File: config.mk
export PLATFORM = sky130hd
export DESIGN_NAME = binomial_prime_exponent_engine
export DESIGN_NICKNAME = d
export VERILOG_FILES = /design/src/rtl/core/bpe_pkg.sv /design/src/rtl/core/binomial_prime_exponent_engine.sv /design/src/rtl/core/bpe_div.sv /design/src/rtl/core/bpe_ctrl.sv
export SDC_FILE = /design/constraint.sdc
export NUM_CORES = 1
export LEC_CHECK = 0
export BUFFER_PORTS_ARGS = -buffer_cell sky130_fd_sc_hd__buf_2
export CAP_MARGIN = 40
export CORE_ASPECT_RATIO = 0.7
export CORE_MARGIN = 3
export CORE_UTILIZATION = 37
export CTS_CLUSTER_DIAMETER = 30
export DETAILED_ROUTE_END_ITERATION = 7
export SYNTH_ARGS = -nofsm -noshare
export SYNTH_HDL_FRONTEND = slang
export SYNTH_HIERARCHICAL = 1
export SYNTH_SLANG_ARGS = --single-unit
export TNS_END_PERCENT = 5
File: constraint.sdc
create_clock -name i_clk -period 7.35 [get_ports i_clk]
set_input_delay 0.3675 -clock i_clk [delete_from_list [all_inputs] [get_ports i_clk]]
set_output_delay 0.3675 -clock i_clk [all_outputs]
set_load 0.01 [all_outputs]
File: src/rtl/core/bpe_pkg.sv
// Shared types and constants for the binomial prime exponent engine.
// Used by the top level and bpe_ctrl under rtl/core; depends on nothing else.
package bpe_pkg;

    // Fixed port widths of the payload and the configuration bus.
    localparam int FIELD_W      = 32;
    localparam int EXP_W        = 6;
    localparam int APB_DATA_W   = 32;
    localparam int APB_ADDR_W   = 3;

    // Default width of the internal arithmetic.
    localparam int VALUE_BITS_DEF = 32;

    // Register indexes, taken from paddr bit 2.
    localparam logic REG_N_TOTAL  = 1'b0;
    localparam logic REG_K_CHOSEN = 1'b1;

    // Sequencer states.
    typedef enum logic [1:0] {
        ST_IDLE,
        ST_N_DIV,
        ST_K_DIV
    } t_state;

endpackage

File: src/rtl/core/binomial_prime_exponent_engine.sv
// Top level of the binomial prime exponent engine: APB registers and wiring.
// Depends on bpe_pkg, bpe_div and bpe_ctrl.
//
// For each prime accepted on start (when busy is low) the engine reports the
// exponent of that prime in C(n,k), with n and k taken from the n_total and
// k_chosen registers. The exponent is counted as the number of borrows when k
// is subtracted from n in base p. Each base-p digit of n needs two divisions
// on the single shared bit-serial divider, so an item holds busy through
// 2 * D divisions in turn, D being the number of base-p digits of n (two for
// a prime above the square root of n, the fewest an item that is not dropped
// can have). An item with k above n, a prime above n or a prime below two is
// dropped in its accept cycle and gives no result.
// A result appears with o_valid for exactly one cycle only when the exponent
// is nonzero; the receiver cannot stall it, so it must take every transfer.
module binomial_prime_exponent_engine #(
    parameter int VALUE_BITS = bpe_pkg::VALUE_BITS_DEF
) (
    input  logic                           i_clk,
    input  logic                           i_rst_n,
    input  logic                           psel,
    input  logic                           penable,
    input  logic                           pwrite,
    input  logic [bpe_pkg::APB_ADDR_W-1:0] paddr,
    input  logic [bpe_pkg::APB_DATA_W-1:0] pwdata,
    output logic [bpe_pkg::APB_DATA_W-1:0] prdata,
    output logic                           pready,
    input  logic                           start,
    output logic                           busy,
    input  logic [bpe_pkg::FIELD_W-1:0]    i_prime,
    output logic                           o_valid,
    output logic [bpe_pkg::FIELD_W-1:0]    o_prime_out,
    output logic [bpe_pkg::EXP_W-1:0]      o_exponent
);

    logic [VALUE_BITS-1:0] r_n_total;
    logic [VALUE_BITS-1:0] r_k_chosen;

    logic                  cfg_write;
    logic                  div_go;
    logic [VALUE_BITS-1:0] div_dividend;
    logic [VALUE_BITS-1:0] div_divisor;
    logic                  div_done;
    logic [VALUE_BITS-1:0] div_quotient;
    logic [VALUE_BITS-1:0] div_remainder;
    logic [VALUE_BITS-1:0] prime_out;

    // Configuration registers, written in the APB access cycle.
    assign pready    = 1'b1;
    assign cfg_write = psel && penable && pwrite && pready;

    always_ff @(posedge i_clk) begin
        if (!i_rst_n) begin
            r_n_total  <= '0;
            r_k_chosen <= '0;
        end else if (cfg_write) begin
            if (paddr[2] == bpe_pkg::REG_N_TOTAL) begin
                r_n_total <= VALUE_BITS'(pwdata);
            end
            if (paddr[2] == bpe_pkg::REG_K_CHOSEN) begin
                r_k_chosen <= VALUE_BITS'(pwdata);
            end
        end
    end

    // Register read back.
    always_comb begin
        unique case (paddr[2])
            bpe_pkg::REG_N_TOTAL:  prdata = bpe_pkg::APB_DATA_W'(r_n_total);
            bpe_pkg::REG_K_CHOSEN: prdata = bpe_pkg::APB_DATA_W'(r_k_chosen);
            default:               prdata = '0;
        endcase
    end

    // Sequencer.
    bpe_ctrl #(
        .W (VALUE_BITS)
    ) u_ctrl (
        .i_clk           (i_clk),
        .i_rst_n         (i_rst_n),
        .i_start         (start),
        .i_n             (r_n_total),
        .i_k             (r_k_chosen),
        .i_prime         (VALUE_BITS'(i_prime)),
        .o_div_go        (div_go),
        .o_div_dividend  (div_dividend),
        .o_div_divisor   (div_divisor),
        .i_div_done      (div_done),
        .i_div_quotient  (div_quotient),
        .i_div_remainder (div_remainder),
        .o_busy          (busy),
        .o_valid         (o_valid),
        .o_prime         (prime_out),
        .o_exponent      (o_exponent)
    );

    // Shared divider.
    bpe_div #(
        .W (VALUE_BITS)
    ) u_div (
        .i_clk       (i_clk),
        .i_rst_n     (i_rst_n),
        .i_go        (div_go),
        .i_dividend  (div_dividend),
        .i_divisor   (div_divisor),
        .o_done      (div_done),
        .o_quotient  (div_quotient),
        .o_remainder (div_remainder)
    );

    assign o_prime_out = bpe_pkg::FIELD_W'(prime_out);

endmodule

File: src/rtl/core/bpe_div.sv
// Bit-serial restoring divider shared by all digit extractions.
// Depends on nothing but its parameter; one quotient bit per cycle.
module bpe_div #(
    parameter int W = 32
) (
    input  logic         i_clk,
    input  logic         i_rst_n,
    input  logic         i_go,
    input  logic [W-1:0] i_dividend,
    input  logic [W-1:0] i_divisor,
    output logic         o_done,
    output logic [W-1:0] o_quotient,
    output logic [W-1:0] o_remainder
);

    localparam int CNT_W = (W > 1) ? $clog2(W) : 1;

    logic             r_busy;
    logic [CNT_W-1:0] r_cnt;
    logic             r_done;
    logic [W-1:0]     r_quo;
    logic [W-1:0]     r_rem;
    logic [W-1:0]     r_dvs;
    logic [W:0]       trial;

    // Trial subtraction of the divisor from the shifted partial remainder.
    assign trial = {r_rem, r_quo[W-1]} - {1'b0, r_dvs};

    // Control: count W steps after a go, then pulse done for one cycle.
    always_ff @(posedge i_clk) begin
        if (!i_rst_n) begin
            r_busy <= 1'b0;
            r_cnt  <= '0;
            r_done <= 1'b0;
        end else begin
            r_done <= 1'b0;
            if (i_go) begin
                r_busy <= 1'b1;
                r_cnt  <= '0;
            end else if (r_busy) begin
                if (r_cnt == CNT_W'(W - 1)) begin
                    r_busy <= 1'b0;
                    r_done <= 1'b1;
                end
                r_cnt <= r_cnt + 1'b1;
            end
        end
    end

    // Datapath: the dividend shifts out of r_quo as quotient bits shift in.
    always_ff @(posedge i_clk) begin
        if (i_go) begin
            r_quo <= i_dividend;
            r_rem <= '0;
            r_dvs <= i_divisor;
        end else if (r_busy) begin
            if (!trial[W]) begin
                r_rem <= trial[W-1:0];
                r_quo <= {r_quo[W-2:0], 1'b1};
            end else begin
                r_rem <= {r_rem[W-2:0], r_quo[W-1]};
                r_quo <= {r_quo[W-2:0], 1'b0};
            end
        end
    end

    assign o_done      = r_done;
    assign o_quotient  = r_quo;
    assign o_remainder = r_rem;

endmodule

File: src/rtl/core/bpe_ctrl.sv
// Sequencer that walks the base-p digits of n and k and counts borrows.
// Depends on bpe_pkg; drives the shared divider bpe_div.
module bpe_ctrl #(
    parameter int W = bpe_pkg::VALUE_BITS_DEF
) (
    input  logic                      i_clk,
    input  logic                      i_rst_n,
    input  logic                      i_start,
    input  logic [W-1:0]              i_n,
    input  logic [W-1:0]              i_k,
    input  logic [W-1:0]              i_prime,
    output logic                      o_div_go,
    output logic [W-1:0]              o_div_dividend,
    output logic [W-1:0]              o_div_divisor,
    input  logic                      i_div_done,
    input  logic [W-1:0]              i_div_quotient,
    input  logic [W-1:0]              i_div_remainder,
    output logic                      o_busy,
    output logic                      o_valid,
    output logic [W-1:0]              o_prime,
    output logic [bpe_pkg::EXP_W-1:0] o_exponent
);

    bpe_pkg::t_state r_state;
    bpe_pkg::t_state n_state;

    logic [W-1:0]              r_p;
    logic [W-1:0]              r_nq;
    logic [W-1:0]              r_nd;
    logic [W-1:0]              r_k;
    logic                      r_borrow;
    logic [bpe_pkg::EXP_W-1:0] r_exp;
    logic                      r_valid;

    logic                      accept;
    logic                      skip;
    logic                      borrow_new;
    logic [bpe_pkg::EXP_W-1:0] exp_next;
    logic                      last_digit;

    // An item with k above n, p below two or p above n gives no result.
    assign accept = i_start && (r_state == bpe_pkg::ST_IDLE);
    assign skip   = (i_k > i_n) || (i_prime[W-1:1] == '0) || (i_prime > i_n);

    // Borrow out of the current digit of n minus k (Kummer's theorem).
    assign borrow_new = {1'b0, r_nd} < ({1'b0, i_div_remainder} + (W+1)'(r_borrow));
    assign exp_next   = r_exp + bpe_pkg::EXP_W'(borrow_new);
    assign last_digit = (r_nq == '0);

    // Next state.
    always_comb begin
        n_state = r_state;
        unique case (r_state)
            bpe_pkg::ST_IDLE: begin
                if (accept && !skip) n_state = bpe_pkg::ST_N_DIV;
            end
            bpe_pkg::ST_N_DIV: begin
                if (i_div_done) n_state = bpe_pkg::ST_K_DIV;
            end
            bpe_pkg::ST_K_DIV: begin
                if (i_div_done) begin
                    n_state = last_digit ? bpe_pkg::ST_IDLE : bpe_pkg::ST_N_DIV;
                end
            end
            default: n_state = bpe_pkg::ST_IDLE;
        endcase
    end

    // Divider requests: n's digit first, then k's, per level.
    always_comb begin
        o_div_go       = 1'b0;
        o_div_dividend = r_nq;
        o_div_divisor  = r_p;
        unique case (r_state)
            bpe_pkg::ST_IDLE: begin
                o_div_go       = accept && !skip;
                o_div_dividend = i_n;
                o_div_divisor  = i_prime;
            end
            bpe_pkg::ST_N_DIV: begin
                o_div_go       = i_div_done;
                o_div_dividend = r_k;
            end
            bpe_pkg::ST_K_DIV: begin
                o_div_go       = i_div_done && !last_digit;
                o_div_dividend = r_nq;
            end
            default: o_div_go = 1'b0;
        endcase
    end

    always_ff @(posedge i_clk) begin
        if (!i_rst_n) begin
            r_state <= bpe_pkg::ST_IDLE;
            r_valid <= 1'b0;
        end else begin
            r_state <= n_state;
            r_valid <= (r_state == bpe_pkg::ST_K_DIV) && i_div_done && last_digit
                       && (exp_next != '0);
        end
    end

    // Digit and exponent bookkeeping.
    always_ff @(posedge i_clk) begin
        if (accept && !skip) begin
            r_p      <= i_prime;
            r_nq     <= i_n;
            r_k      <= i_k;
            r_borrow <= 1'b0;
            r_exp    <= '0;
        end else if (i_div_done && (r_state == bpe_pkg::ST_N_DIV)) begin
            r_nq <= i_div_quotient;
            r_nd <= i_div_remainder;
        end else if (i_div_done && (r_state == bpe_pkg::ST_K_DIV)) begin
            r_k      <= i_div_quotient;
            r_borrow <= borrow_new;
            r_exp    <= exp_next;
        end
    end

    assign o_busy     = (r_state != bpe_pkg::ST_IDLE);
    assign o_valid    = r_valid;
    assign o_prime    = r_p;
    assign o_exponent = r_exp;

endmodule

==> results.py <==
metrics = {
    "outcome": {
        "status": "finished, final reports clean",
    },
    "global_routing": {
        "grt_max_degree": 84,
        "gr-total-overflow": 0,
        "grt_pass1_vias": 13200,
        "grtUsageTotal": 0.192,
        "grt_pass1_wl_mm": 76.5,
        "antenna_found_initial": 1,
    },
    "critical_path": {
        "crit_path_start_kind": "register",
        "criticalPathCategory": "reg2reg",
        "crit_arrival_ps": 5990,
        "reg2reg_depth": 21,
        "slowest_stage": "nor3_1",
        "timing.rr.end": "u_ctrl/o_valid",
        "slowest_delay_ps": 540,
        "reg2reg_setup_slack_ps": 1800,
        "path_max_fanout": 6,
        "crit_end": "u_ctrl/o_valid",
        "cp-end-kind": "register",
        "crit_start": "u_div/o_remainder[0]",
        "path_delay_family": "simple AND/OR/NAND/NOR gates",
        "critPathRequiredTime_ps": 7790,
        "cp_common_cell": "ha_1",
        "r2r-start": "u_div/o_remainder[0]",
        "path_buf_inv": 0,
        "worst-path-stages": 21,
        "crit_chain": "ha_1, ha_1, nand2_1, nor3_1, and3_1, and3_1, nand2_1, xor2_1, ha_1, a21oi_1, o21ai_0, a211oi_1, o211ai_1, a21o_1, o211ai_1, ha_1, and3_1, mux2i_1, nor2_1, a2111oi_0, a21oi_1",
    },
    "job": {
        "maxCapViolCount": 0,
    },
    "die": {
        "die-width_um": 269,
        "die_area_um2": 51200,
        "coreArea_um2": 47200,
        "ios": 146,
        "start_util": 0.380,
        "die_h_um": 190,
        "rows": 66,
    },
    "sta": {
        "slew_viol_final": 0,
        "post-route-period-util": 0.755,
        "worst_slew_pin_slew_ps": 880,
        "period_needed_ps": 5550,
        "finalHoldViolations": 0,
        "skew_ps": 23.3,
        "tns_ps": 0,
        "clock.fmax_ghz": 0.180,
        "rsz0062_at_grt": "no",
        "setup_slack_ps": 1800,
        "slew_headroom": 0.414,
        "finalSetupViolCount": 0,
    },
    "yosys": {
        "synthArstFlopShare": 0,
        "synth_top_family_by_area": "multiplexers",
        "yosysTopAreaCellShare": 0.322,
        "synth_xor_area_frac": 0.0264,
        "synth_fp_nets": 1877,
        "yosys_warnings": 6,
        "netlist_area_um2": 17900,
        "synth_mux_area_frac": 0.162,
        "synth-edff-count": 192,
        "ys_types": 90,
        "yosys-top-cells-area": "edfxtp_1, dfxtp_1, ha_1",
        "synth_fa_ha_area_frac": 0.0939,
        "synth-simple-area-share": 0.124,
        "yosysTopAreaCell": "edfxtp_1",
        "synth_compound_area_frac": 0.102,
        "ys_seq_area_frac": 0.448,
        "post_synth.cell_area_avg_um2": 10.7,
        "ys_ff_latch": 305,
        "netlist_instances": 1670,
        "synth-main-ff-cell": "edfxtp_1",
    },
    "power": {
        "leakagePower_nw": 8.54,
        "seq_power_share": 0.329,
        "p_comb_frac": 0.287,
        "internal_power_w": 0.00475,
        "irDropWorstVdd_uv": 187,
        "clockPowerShare": 0.385,
        "switching_share": 0.344,
        "powerDensity_nw_per_um2": 340,
        "p_sw_w": 0.00249,
    },
    "cts": {
        "ctsHoldBuffers": 2,
        "post_cts_resized": 0,
        "cts_buffer_depth": 3,
        "clock-sinks": 305,
        "htreeDepth": 2,
        "cts_setup_buffers": 0,
        "insertion_delay_ps": 590,
        "cts_tree": "yes",
        "clk_pin_slew_ps": 60,
        "root_buffer": "clkbuf_16",
        "numCtsBuffers": 59,
    },
    "layout": {
        "final_area_um2": 21300,
        "areaGrowthSynthToFinish_pct": 18.8,
        "drive_gt1_frac": 0.247,
        "diodes": 0,
        "fillCellCount": 4403,
        "final_util": 0.452,
        "nets": 2025,
    },
    "placement": {
        "io_buffers": 142,
        "hpwl_mm": 35.3,
        "gp_congestion": 0.868,
        "post-place-ws_ps": 1960,
        "dpl_cell_area_um2": 19200,
    },
    "detailed_routing": {
        "wl_mm": 49.6,
        "postRouteAntennaNets": 0,
        "routedWlPerCell_um": 19.7,
        "drt_iter0_drc": 1154,
        "drt_first_pass_iters": 6,
        "vias": 13500,
        "vias_per_cell": 5.39,
        "drc": 0,
    },
    "min_path": {
        "min_path_type": "in2reg",
        "min-delay-start": "i_prime[6]",
    },
}
-- cells in the final DEF (no fill, tap or decap), types with 5 or more instances in the layout --
cell,netlist,final
clkinvlp_4,0,6
o21ai_0,73,73
o21bai_1,5,5
a21o_1,16,16
buf_4,9,13
a311oi_1,27,27
and2_1,9,9
nand2_1,253,252
nand4_1,29,29
nor2_1,71,70
nor4_1,21,21
clkinv_2,0,5
nand3_1,30,29
o211ai_1,11,11
a31o_2,5,5
and3_1,14,14
inv_1,86,86
xor2_1,28,28
mux2_4,28,28
nor2b_1,9,9
a211oi_1,10,10
buf_2,14,141
edfxtp_1,192,192
nor3_1,12,12
clkinv_4,0,8
xnor2_1,26,26
clkbuf_16,0,60
inv_6,0,13
mux2_2,130,130
ha_1,133,133
nand2b_1,6,6
mux2i_1,101,101
bufinv_16,0,7
a21oi_1,77,77
dfxtp_1,113,110
-- stage by stage --
| step | cells | power [W] | hold WS (ps) |
|---|---|---|---|
| floorplan | 1670 | 0.00390 | 458 |
| global placement | 2397 | 0.00439 | 482 |
| detailed placement | 2401 | 0.00445 | 494 |
| CTS | 2515 | 0.00726 | 3.46 |
| global route | 2515 | 0.00766 | 12.8 |
| finish | 2515 | 0.00724 | 25.7 |
-- power groups by stage --
stage          Sequential, W  Combinational, W  Clock (W)
4_1_cts              0.00238           0.00205    0.00283
5_1_grt              0.00242           0.00231    0.00293
3_3_place_gp         0.00240           0.00199          0
2_1_floorplan        0.00231           0.00159          0
3_5_place_dp         0.00241           0.00204          0
6_report             0.00238           0.00207    0.00278
-- synth_stat cells, drive strengths merged (3+ instances only) --
cell type,count
nand2,254
edfxtp,192
mux2,159
ha,133
dfxtp,113
mux2i,101
inv,86
o21ai,78
a21oi,77
nor2,72
clkbuf,37
buf,36
nand3,31
nand4,31
xor2,28
a311oi,27
xnor2,26
nor4,22
a21o,16
and3,15
nor3,12
o211ai,12
a211oi,10
and2,9
nor2b,9
nand2b,6
o21bai,6
or3,6
a2111oi,5
a31o,5
o21a,5
a221oi,4
a211o,3
a22o,3
a31oi,3
nand3b,3
or3b,3
-- state kept, by name, summed over array words and instances, names as in the netlist --
name and cells:
u_ctrl/r_borrow 1, r_n_total 32, u_div/r_busy 1, u_ctrl/r_nd 32, u_div/r_cnt 5, u_ctrl/r_nq 32, u_div/o_remainder 32, u_ctrl/r_k 32
u_ctrl/o_prime 32, u_div/o_done 1, r_k_chosen 32, u_div/o_quotient 32, u_ctrl/o_valid 1, u_ctrl/r_state 2, u_div/r_dvs 32, u_ctrl/o_exponent 6
-- final cells by class --
type / instances / area [µm²] / area share
clock buffer: 65 / 1530 / 0.0718
clock inverter: 47 / 537 / 0.0252
inverter: 86 / 323 / 0.0152
multi-input combinational: 1206 / 9150 / 0.430
sequential: 305 / 8030 / 0.377
tap: 646 / 808 / 0.0379
timing repair buffer: 160 / 918 / 0.0431
-- metal layers --
metal | vias to the layer above | part of all wire | wire length (µm) | global-route usage
li1 | 6464 | - | - | -
met1 | 6530 | 0.50 | 24600 | 0.294
met2 | 481 | 0.40 | 19800 | 0.270
met3 | 69 | 0.092 | 4540 | 0.0491
met4 | 0 | 0.014 | 703 | 0.0383
met5 | - | 0 | 0 | 0
-- worst min path at each step --
stage	endpoint	cells past startpoint
floorplan	r_k_chosen[0]	2
global route	u_ctrl/o_prime[6]	1
detailed placement	u_div/r_cnt[4]	2
finish	u_ctrl/o_prime[6]	1
CTS	u_ctrl/o_prime[6]	1
global placement	u_div/r_cnt[4]	2
-- cells by family after synthesis --
| family | after synthesis |
|---|---|
| fa+ha+maj | 134 |
| xor+xnor | 54 |
| compound gates | 274 |
| mux | 260 |
| buf+inv | 159 |
| simple gates | 483 |
| other cells | 1 |
| flops | 305 |
Note: power is estimated with default switching activity, not from simulation.
